## config.mk

```make
export PLATFORM = sky130hd
export DESIGN_NAME = histogram_sliding_median
export DESIGN_NICKNAME = d
export VERILOG_FILES = /design/src/hsm_pkg.sv /design/src/hsm_dp.sv /design/src/hsm_ctrl.sv /design/src/histogram_sliding_median.sv
export SDC_FILE = /design/constraint.sdc
export NUM_CORES = 2
export LEC_CHECK = 0
export BUFFER_PORTS_ARGS = -buffer_cell sky130_fd_sc_hd__buf_2
export CELL_PAD_IN_SITES_DETAIL_PLACEMENT = 0
export CELL_PAD_IN_SITES_GLOBAL_PLACEMENT = 2
export CORE_ASPECT_RATIO = 2
export CORE_MARGIN = 4
export CORE_UTILIZATION = 50
export CTS_CLUSTER_DIAMETER = 30
export DETAILED_ROUTE_END_ITERATION = 6
export GPL_TIMING_DRIVEN = 1
export PLACE_DENSITY_LB_ADDON = 0.25
export SYNTH_ARGS = -nofsm -noshare
export SYNTH_HDL_FRONTEND = slang
export SYNTH_HIERARCHICAL = 1
export SYNTH_SLANG_ARGS = --single-unit
```

## constraint.sdc

```tcl
create_clock -name clk -period 25.7 [get_ports clk]
set_input_delay 3.855 -clock clk [delete_from_list [all_inputs] [get_ports clk]]
set_output_delay 3.855 -clock clk [all_outputs]
set_load 0.005 [all_outputs]
```

## src/hsm_pkg.sv

```systemverilog
// Shared constants and controller/datapath interface types for the sliding median filter.
`timescale 1ns / 1ps
`default_nettype none

package hsm_pkg;

  localparam int BUCKETS   = 100;
  localparam int WINDOW    = 32;
  localparam int CHANNELS  = 2;
  localparam int MIN_HELD  = 4;
  localparam int RESET_OFFSET = 10;

  localparam int SMP_W     = 8;
  localparam int CH_W      = 1;
  localparam int BIN_W     = $clog2(BUCKETS);
  localparam int POS_W     = $clog2(WINDOW);
  localparam int CNT_W     = $clog2(WINDOW + 1);
  localparam int SUM_W     = CNT_W + 1;
  localparam int HIST_AW   = CH_W + BIN_W;
  localparam int RING_AW   = CH_W + POS_W;
  localparam int HIST_DEPTH = 2 ** HIST_AW;
  localparam int RING_DEPTH = 2 ** RING_AW;

  // Commands from the controller to the datapath, one step per bit.
  typedef struct packed {
    logic load;
    logic clr;
    logic ring_rd;
    logic old_rd;
    logic old_wr;
    logic new_rd;
    logic new_wr;
    logic scan_init;
    logic scan;
    logic finish;
  } cmd_t;

  // Status from the datapath back to the controller.
  typedef struct packed {
    logic do_store;
    logic slot_full;
    logic enough;
    logic scan_done;
    logic clr_done;
    logic out_free;
  } sts_t;

endpackage

`default_nettype wire

```

## src/hsm_dp.sv

```systemverilog
// Datapath of the sliding median filter: histogram and ring memories, counters, scan and output.
`timescale 1ns / 1ps
`default_nettype none

module hsm_dp (
  input  wire logic                      clk,
  input  wire logic                      rst_n,
  input  wire logic                      cfg_wr_en,
  input  wire logic [hsm_pkg::SMP_W-1:0] cfg_wr_data,
  input  wire logic [hsm_pkg::CH_W-1:0]  in_channel,
  input  wire logic [hsm_pkg::SMP_W-1:0] in_sample,
  input  wire hsm_pkg::cmd_t             cmd,
  output hsm_pkg::sts_t                  sts,
  output logic                           out_tvalid,
  input  wire logic                      out_tready,
  output logic [hsm_pkg::SMP_W-1:0]      out_median,
  output logic [hsm_pkg::CNT_W-1:0]      out_held
);

  localparam int SMP_W   = hsm_pkg::SMP_W;
  localparam int CH_W    = hsm_pkg::CH_W;
  localparam int BIN_W   = hsm_pkg::BIN_W;
  localparam int POS_W   = hsm_pkg::POS_W;
  localparam int CNT_W   = hsm_pkg::CNT_W;
  localparam int SUM_W   = hsm_pkg::SUM_W;
  localparam int HIST_AW = hsm_pkg::HIST_AW;
  localparam int RING_AW = hsm_pkg::RING_AW;

  logic [SMP_W-1:0]   offset_r;
  logic [CH_W-1:0]    ch_r;
  logic [BIN_W-1:0]   nb_r;
  logic               in_rng_r;
  logic               ch_ok_r;

  logic [POS_W-1:0]   pos_r   [hsm_pkg::CHANNELS];
  logic [CNT_W-1:0]   total_r [hsm_pkg::CHANNELS];
  logic [hsm_pkg::RING_DEPTH-1:0] slot_vld_r;

  logic [BIN_W-1:0]   ring_mem [hsm_pkg::RING_DEPTH];
  logic [BIN_W-1:0]   ring_q_r;
  logic [CNT_W-1:0]   hist_mem [hsm_pkg::HIST_DEPTH];
  logic [CNT_W-1:0]   hist_q_r;
  logic [HIST_AW-1:0] clr_addr_r;

  logic [BIN_W-1:0]   rd_bin_r;
  logic               q_vld_r;
  logic [BIN_W-1:0]   q_bin_r;
  logic [SUM_W-1:0]   run_r;
  logic [CNT_W-1:0]   target_r;
  logic [BIN_W-1:0]   res_bin_r;

  logic               out_valid_r;
  logic [SMP_W-1:0]   out_med_r;
  logic [CNT_W-1:0]   out_held_r;

  logic [RING_AW-1:0] ring_idx;
  logic [CNT_W-1:0]   cur_total;
  logic [SMP_W-1:0]   diff;
  logic [SUM_W-1:0]   sum;
  logic               hist_we;
  logic [HIST_AW-1:0] hist_wa;
  logic [CNT_W-1:0]   hist_wd;
  logic [HIST_AW-1:0] hist_ra;

  assign ring_idx  = {ch_r, pos_r[ch_r]};
  assign cur_total = total_r[ch_r];
  assign diff      = in_sample - offset_r;
  assign sum       = run_r + SUM_W'(hist_q_r);

  assign sts.do_store  = ch_ok_r && in_rng_r;
  assign sts.slot_full = slot_vld_r[ring_idx];
  assign sts.enough    = ch_ok_r && (cur_total >= CNT_W'(hsm_pkg::MIN_HELD));
  assign sts.scan_done = q_vld_r &&
                         ((sum >= SUM_W'(target_r)) || (q_bin_r == BIN_W'(hsm_pkg::BUCKETS - 1)));
  assign sts.clr_done  = (clr_addr_r == HIST_AW'(hsm_pkg::HIST_DEPTH - 1));
  assign sts.out_free  = !out_valid_r || out_tready;

  // Histogram port selection: clearing, removal of the overwritten sample, insertion.
  always_comb begin
    hist_we = 1'b0;
    hist_wa = clr_addr_r;
    hist_wd = '0;
    if (cmd.clr) begin
      hist_we = 1'b1;
    end else if (cmd.old_wr) begin
      hist_we = 1'b1;
      hist_wa = {ch_r, ring_q_r};
      hist_wd = (hist_q_r != '0) ? hist_q_r - CNT_W'(1) : '0;
    end else if (cmd.new_wr) begin
      hist_we = 1'b1;
      hist_wa = {ch_r, nb_r};
      hist_wd = hist_q_r + CNT_W'(1);
    end
  end

  always_comb begin
    priority if (cmd.old_rd) begin
      hist_ra = {ch_r, ring_q_r};
    end else if (cmd.new_rd) begin
      hist_ra = {ch_r, nb_r};
    end else begin
      hist_ra = {ch_r, rd_bin_r};
    end
  end

  always_ff @(posedge clk) begin
    if (hist_we) begin
      hist_mem[hist_wa] <= hist_wd;
    end
    hist_q_r <= hist_mem[hist_ra];
  end

  always_ff @(posedge clk) begin
    if (cmd.new_wr) begin
      ring_mem[ring_idx] <= nb_r;
    end
    if (cmd.ring_rd) begin
      ring_q_r <= ring_mem[ring_idx];
    end
  end

  // Item, scan and result payload.
  always_ff @(posedge clk) begin
    if (cmd.load) begin
      ch_r     <= in_channel;
      ch_ok_r  <= int'(in_channel) < hsm_pkg::CHANNELS;
      in_rng_r <= (in_sample >= offset_r) &&
                  ({1'b0, diff} < (SMP_W + 1)'(hsm_pkg::BUCKETS));
      nb_r     <= BIN_W'(diff);
    end
    if (cmd.scan_init) begin
      run_r    <= '0;
      target_r <= cur_total >> 1;
    end
    if (cmd.scan) begin
      q_bin_r <= rd_bin_r;
      if (q_vld_r) begin
        run_r <= sum;
      end
      if (sts.scan_done) begin
        res_bin_r <= q_bin_r;
      end
    end
    if (cmd.finish) begin
      out_med_r  <= sts.enough ? SMP_W'(res_bin_r) + offset_r : '0;
      out_held_r <= ch_ok_r ? cur_total : '0;
    end
  end

  // Control state: offset, clear address, per-channel counters, slot valid bits, scan and output flags.
  always_ff @(posedge clk) begin
    if (!rst_n) begin
      offset_r    <= SMP_W'(hsm_pkg::RESET_OFFSET);
      slot_vld_r  <= '0;
      clr_addr_r  <= '0;
      rd_bin_r    <= '0;
      q_vld_r     <= 1'b0;
      out_valid_r <= 1'b0;
      for (int i = 0; i < hsm_pkg::CHANNELS; i++) begin
        pos_r[i]   <= '0;
        total_r[i] <= '0;
      end
    end else begin
      if (cfg_wr_en) begin
        offset_r <= cfg_wr_data;
      end
      if (cmd.clr) begin
        clr_addr_r <= clr_addr_r + HIST_AW'(1);
      end
      if (cmd.new_wr) begin
        slot_vld_r[ring_idx] <= 1'b1;
        pos_r[ch_r] <= (pos_r[ch_r] == POS_W'(hsm_pkg::WINDOW - 1)) ?
                       '0 : pos_r[ch_r] + POS_W'(1);
        if (!slot_vld_r[ring_idx]) begin
          total_r[ch_r] <= cur_total + CNT_W'(1);
        end
      end
      if (cmd.scan_init) begin
        rd_bin_r <= '0;
        q_vld_r  <= 1'b0;
      end else if (cmd.scan) begin
        q_vld_r <= 1'b1;
        if (rd_bin_r != BIN_W'(hsm_pkg::BUCKETS - 1)) begin
          rd_bin_r <= rd_bin_r + BIN_W'(1);
        end
      end
      if (cmd.finish) begin
        out_valid_r <= 1'b1;
      end else if (out_tready) begin
        out_valid_r <= 1'b0;
      end
    end
  end

  assign out_tvalid = out_valid_r;
  assign out_median = out_med_r;
  assign out_held   = out_held_r;

  // A window never holds more samples than it has slots.
  a_total_bound: assert property (@(posedge clk) disable iff (!rst_n)
    ch_ok_r |-> cur_total <= CNT_W'(hsm_pkg::WINDOW))
    else $error("held count above window size");

  // The bucket of a sample still in the window is never empty when it is removed.
  a_old_nonzero: assert property (@(posedge clk) disable iff (!rst_n)
    cmd.old_wr |-> hist_q_r != '0)
    else $error("removing a sample from an empty bucket");

  // The slot just written is marked as holding a sample.
  a_slot_marked: assert property (@(posedge clk) disable iff (!rst_n)
    cmd.new_wr |=> slot_vld_r[$past(ring_idx)])
    else $error("written slot not marked valid");

  // A result is only loaded into a free output register.
  a_out_free: assert property (@(posedge clk) disable iff (!rst_n)
    cmd.finish |-> (!out_valid_r || out_tready))
    else $error("result overwrote a pending transaction");

endmodule

`default_nettype wire

```

## src/hsm_ctrl.sv

```systemverilog
// Controller state machine that sequences histogram clearing, update, median scan and result hand-off.
`timescale 1ns / 1ps
`default_nettype none

module hsm_ctrl (
  input  wire logic          clk,
  input  wire logic          rst_n,
  input  wire logic          in_tvalid,
  output logic               in_tready,
  input  wire hsm_pkg::sts_t sts,
  output hsm_pkg::cmd_t      cmd
);

  typedef enum logic [3:0] {
    S_CLEAR,
    S_IDLE,
    S_DECIDE,
    S_RING_RD,
    S_OLD_RD,
    S_OLD_WR,
    S_NEW_RD,
    S_NEW_WR,
    S_PREP,
    S_SCAN,
    S_FINISH
  } state_t;

  state_t state_r;
  state_t state_nxt;
  logic   in_ready_r;
  logic   in_ready_nxt;

  always_comb begin
    cmd          = '0;
    state_nxt    = state_r;
    in_ready_nxt = in_ready_r;
    unique case (state_r)
      S_CLEAR: begin
        cmd.clr = 1'b1;
        if (sts.clr_done) begin
          state_nxt    = S_IDLE;
          in_ready_nxt = 1'b1;
        end
      end
      S_IDLE: begin
        if (in_tvalid && in_ready_r) begin
          cmd.load     = 1'b1;
          state_nxt    = S_DECIDE;
          in_ready_nxt = 1'b0;
        end
      end
      S_DECIDE: begin
        if (!sts.do_store) begin
          state_nxt = S_PREP;
        end else if (sts.slot_full) begin
          state_nxt = S_RING_RD;
        end else begin
          state_nxt = S_NEW_RD;
        end
      end
      S_RING_RD: begin
        cmd.ring_rd = 1'b1;
        state_nxt   = S_OLD_RD;
      end
      S_OLD_RD: begin
        cmd.old_rd = 1'b1;
        state_nxt  = S_OLD_WR;
      end
      S_OLD_WR: begin
        cmd.old_wr = 1'b1;
        state_nxt  = S_NEW_RD;
      end
      S_NEW_RD: begin
        cmd.new_rd = 1'b1;
        state_nxt  = S_NEW_WR;
      end
      S_NEW_WR: begin
        cmd.new_wr = 1'b1;
        state_nxt  = S_PREP;
      end
      S_PREP: begin
        cmd.scan_init = 1'b1;
        state_nxt     = sts.enough ? S_SCAN : S_FINISH;
      end
      S_SCAN: begin
        cmd.scan = 1'b1;
        if (sts.scan_done) begin
          state_nxt = S_FINISH;
        end
      end
      S_FINISH: begin
        if (sts.out_free) begin
          cmd.finish   = 1'b1;
          state_nxt    = S_IDLE;
          in_ready_nxt = 1'b1;
        end
      end
      default: begin
        state_nxt    = S_IDLE;
        in_ready_nxt = 1'b1;
      end
    endcase
  end

  always_ff @(posedge clk) begin
    if (!rst_n) begin
      state_r    <= S_CLEAR;
      in_ready_r <= 1'b0;
    end else begin
      state_r    <= state_nxt;
      in_ready_r <= in_ready_nxt;
    end
  end

  assign in_tready = in_ready_r;

endmodule

`default_nettype wire

```

## src/histogram_sliding_median.sv

```systemverilog
// Top level of the per-channel histogram sliding-window median filter.
// Each accepted transaction carries one 8-bit sample and its channel and yields exactly one
// result transaction with the window median and the number of samples held. One item is
// processed at a time. A decision state follows acceptance. A sample out of range skips the
// update; an in-range sample that replaces an older one passes the states ring read,
// old-bucket read, old-bucket write, new-bucket read and new-bucket write, and one that
// fills a fresh slot passes only new-bucket read and write. A preparation state follows.
// The median scan, run only when at least four samples are held, then walks the channel's
// histogram one bucket per cycle through the histogram memory read port. A last state
// loads the result register once it is free, and the result waits there while out_tready
// is low. After reset the block clears its 256-entry histogram memory in one pass and
// accepts no sample until it is done. The offset register is written whenever cfg_wr_en is
// high, so write it only while no transaction is in flight.
`timescale 1ns / 1ps
`default_nettype none

module histogram_sliding_median (
  input  wire logic        clk,
  input  wire logic        rst_n,
  input  wire logic        cfg_wr_en,
  input  wire logic [7:0]  cfg_wr_data,  // range_offset
  input  wire logic        in_tvalid,
  output logic             in_tready,
  input  wire logic [7:0]  in_tdata,     // [7:0] sample
  input  wire logic [0:0]  in_tuser,     // [0] channel
  output logic             out_tvalid,
  input  wire logic        out_tready,
  output logic [15:0]      out_tdata     // [7:0] median_value, [13:8] held_count, [15:14] zero
);

  hsm_pkg::cmd_t cmd;
  hsm_pkg::sts_t sts;
  logic [hsm_pkg::SMP_W-1:0] median;
  logic [hsm_pkg::CNT_W-1:0] held;

  hsm_ctrl u_ctrl (
    .clk       (clk),
    .rst_n     (rst_n),
    .in_tvalid (in_tvalid),
    .in_tready (in_tready),
    .sts       (sts),
    .cmd       (cmd)
  );

  hsm_dp u_dp (
    .clk         (clk),
    .rst_n       (rst_n),
    .cfg_wr_en   (cfg_wr_en),
    .cfg_wr_data (cfg_wr_data),
    .in_channel  (in_tuser),
    .in_sample   (in_tdata),
    .cmd         (cmd),
    .sts         (sts),
    .out_tvalid  (out_tvalid),
    .out_tready  (out_tready),
    .out_median  (median),
    .out_held    (held)
  );

  assign out_tdata = {2'b00, held, median};

endmodule

`default_nettype wire
```

==> summary.txt <==
Outcome
  – Status: finished clean

Critical path
  – Slowest stage cell, crit path: nor4_1
  – Worst-path fanout max: between 150 and 200
  – Max incr delay on CP: roughly 0.9 ns
  – Type of the worst setup path: flop to flop
  – Buf/Inv on CP: 3
  – Cell depth of the worst setup path: 12
  – Largest delay share family, worst path: simple AND/OR/NAND/NOR gates
  – Critical Path Sink Type: flop
  – WP data arrival: slightly above 7 ns
  – Worst reg-to-reg path cell count: 12
  – Worst Path Required: between 20 and 30 ns
  – Worst path cell trace: nand2b_1 > nor3_2 > buf_4 > nand2b_1 > o21a_4 > buf_12 > buf_12 > mux4_2 > o22ai_1 > a22o_1 > nor4_1 > nand4b_1
  – Crit path launch type: flop

Timing
  – Final WS setup: approximately 19 ns
  – Crit path time final: between 6 and 7 ns
  – Clk_skew: just over 0.07 ns
  – Slew headroom: 0.128
  – Endpoints failing setup: 0
  – Period utilization: 0.248
  – Final slew viol count: 0
  – Worst-Margin Slew: 1.30 ns
  – RSZ-0062 raised after global routing: no
  – Fmax: around 0.16 GHz
  – Setup TNS: 0 ns
  – Final Hold Violating Endpoints: 0

Power
  – Worst VDD drop: roughly 0.079 mV
  – Lkg Pwr: approximately 30 nW
  – Pwr per Cell Area: between 70 and 80 nW/um^2

Clock tree
  – Clk buf depth: 4
  – H-tree levels: 4
  – CTS resizes: 0
  – Clock Sinks: 2,163
  – Cts hold-fix bufs: 0
  – CTS tree: done
  – Clk root buf: clkbuf_16
  – Worst-Skew Late Latency: roughly 0.86 ns
  – Clock slew at reported path FFs: approximately 0.060 ns
  – Setup bufs post-CTS: 0
  – TritonCTS Buffers: 235

Global routing
  – Top Usage Layer GRT: met2
  – First-pass GRT wire length: 359 mm
  – Initial antenna violation count: 9
  – GR Util met2: 0.515
  – Aggregate global-route resource usage: 0.276
  – Met1 Use GR: 0.290
  – Vias in the first global route: between 50,000 and 60,000
  – GR Overflow Total: 0
  – Largest net degree at the start of global routing: ~190
  – Global-route met3 utilization: 0.0308

Job
  – Max Cap Viol: 0

Synth
  – Asr flop ratio synth: 0
  – Post-synth EDFFs: 2,055
  – Syn Inst Count: 5,867
  – Average size of a mapped cell: roughly 15 sq um
  – Most used flip-flop cell after synthesis: edfxtp_1
  – Synth warn: 6
  – Netlist cell types: between 70 and 80
  – FF+latch count, synth: between 2,000 and 2,500
  – Seq/Total Area, Yosys: 0.743
  – Post-Synthesis Cell Area: 86,000 sq um

Floorplan
  – Initial core utilization: 0.502
  – Io pins: 40
  – Die Width: 301 microns
  – # rows: 215
  – Die Span Y: 595 microns
  – Core Area: around 170,000 sq um
  – Die area: about 180,000 sq um

Drt
  – ANT nets after route: 0
  – DR vias: roughly 50,000
  – Vias per cell: between 6 and 7
  – WL/cell: just under 30 microns
  – DRC errors left: 0
  – Starting DRT DRC Count: about 4,500
  – Routed WL: 248 mm
  – TritonRoute pass-1 iters: 5

Placed design
  – # port buffers: 37
  – Dpl cells: slightly below 8,000
  – DP Wirelength: approximately 160 mm
  – GPL Wtd Cong: a little under 0.9
  – Pre-CTS setup slack: between 15 and 20 ns

Layout
  – Layout fillers: 13,700
  – Ratio of cells with drive above 1 in the final layout: 0.120
  – Final std cells w/o fill: ~8,400
  – Net count, final: 5,951
  – Area Growth Syn to Fin: 12.5%

Worst hold path
  – HP Class: flop to flop
  – Hold depth: 1
==> logic make-up (layout without fill, tap and decap cells) <==
| family | count (synthesis) | count (layout) | synth area share |
|---|---|---|---|
| adder cells (fa/ha/maj) | 38 | 38 | 0.00579 |
| AO/OA/AOI/OAI | 883 | 883 | 0.0725 |
| flip-flops | 2163 | 2163 | 0.743 |
| buffers and inverters | 441 | 656 | 0.0217 |
| AND/OR/NAND/NOR | 2002 | 2002 | 0.102 |
| multiplexers | 305 | 305 | 0.0522 |
| XOR/XNOR | 34 | 34 | 0.00346 |
| other | 1 | 29 | 0.0000436 |
==> through the flow <==
stage,hold slack (ns),util,power [mW],instance area (sq um)
finish,0.463,0.564,7.34,96700
global route,0.473,0.564,7.55,96700
floorplan,0.417,-,3.93,86000
global placement,0.445,0.517,3.98,88600
detailed placement,0.442,0.517,3.98,88600
CTS,0.462,0.564,7.39,96700
==> sequential cells by signal, indices dropped and copies added, names as in the netlist, named ones only <==
| register | cells |
|---|---|
| u_dp/out_held | 6 |
| u_dp/offset_r | 8 |
| u_dp/run_r | 7 |
| u_dp/slot_vld_r | 64 |
| u_dp/rd_bin_r | 7 |
| u_dp/res_bin_r | 7 |
| u_ctrl/in_tready | 1 |
| u_dp/ring_mem | 448 |
| u_dp/pos_r | 10 |
| u_dp/ch_r | 1 |
| u_dp/ring_q_r | 7 |
| u_dp/q_vld_r | 1 |
| u_dp/clr_addr_r | 8 |
| u_dp/hist_q_r | 6 |
| u_dp/in_rng_r | 1 |
| u_dp/out_tvalid | 1 |
| u_dp/q_bin_r | 7 |
| u_dp/target_r | 5 |
| u_ctrl/state_r | 4 |
| u_dp/hist_mem | 1536 |
| u_dp/total_r | 12 |
| u_dp/out_median | 8 |
| u_dp/nb_r | 7 |
==> Yosys cell counts (13+ instances only) <==
cell type	count	area, sq um
o21a_1	70	526
a21o_1	16	120
and2_1	13	81.3
a22oi_1	274	2060
nand2b_1	16	100
and3_1	24	150
inv_1	71	267
nand2_1	907	3400
xnor2_1	22	193
nor2b_1	29	181
o22ai_1	24	150
clkbuf_1	196	736
a41oi_1	27	236
buf_1	56	210
ha_1	35	438
mux4_2	111	2500
buf_2	101	505
mux2_2	29	327
a32oi_1	32	280
edfxtp_1	2055	61700
o21ai_0	31	155
o211ai_1	100	751
nand4_1	74	463
a21oi_1	170	851
nand3_1	450	2250
nor2_1	407	1530
mux2i_1	162	1620
a31oi_1	29	181
dfxtp_1	108	2160
nor3_1	26	130
o2111ai_1	39	342
==> cells in the final DEF, fill, tap and decap left out, drive strengths merged, types with 13 or more instances in the layout <==
cell	n
o22ai	24
nand2b	16
mux2i	163
mux4	111
a21o	16
dfxtp	108
diode	27
o211ai	100
a32oi	32
nor2	410
o2111ai	39
a21oi	170
o21a	70
a22oi	274
and3	24
and2	13
xnor2	22
o21ai	40
bufinv	25
nand4	74
clkbuf	255
a31oi	29
nor2b	29
a41oi	27
clkinvlp	34
ha	35
inv	117
nor3	26
buf	153
clkinv	72
mux2	31
nand2	907
nand3	450
edfxtp	2055
==> layout make-up <==
class,instances,area (sq um),share of cell area
antenna,27,67.6,0.000698
clock buffer,255,6020,0.0622
clock inverter,174,1990,0.0206
inverter,74,278,0.00287
multi-input combinational,3264,20500,0.212
sequential,2163,63900,0.660
tap,2278,2850,0.0295
timing repair buffer,153,1180,0.0122
==> metal layers <==
metal | wire (microns) | up-vias
met5 | 11 | -
met4 | 18900 | 2
met2 | 137000 | 1707
li1 | - | 22500
met3 | 11000 | 604
met1 | 81600 | 26000
==> worst paths after layout <==
path,from,end,slack (ns)
max,u_ctrl/state_r[0],u_dp/hist_q_r[4],19.32
min,u_dp/slot_vld_r[49],u_dp/slot_vld_r[49],0.46
max reg2reg,u_ctrl/state_r[0],u_dp/hist_q_r[4],19.32
min reg2reg,u_dp/slot_vld_r[49],u_dp/slot_vld_r[49],0.46
==> power by group <==
part | switching (mW) | total [mW] | internal [mW]
sequential | 0.00526 | 3.81 | 3.81
clock | 1.46 | 3.44 | 1.98
combinational | 0.0664 | 0.0919 | 0.0256
Note: power is estimated with default switching activity, not from simulation.
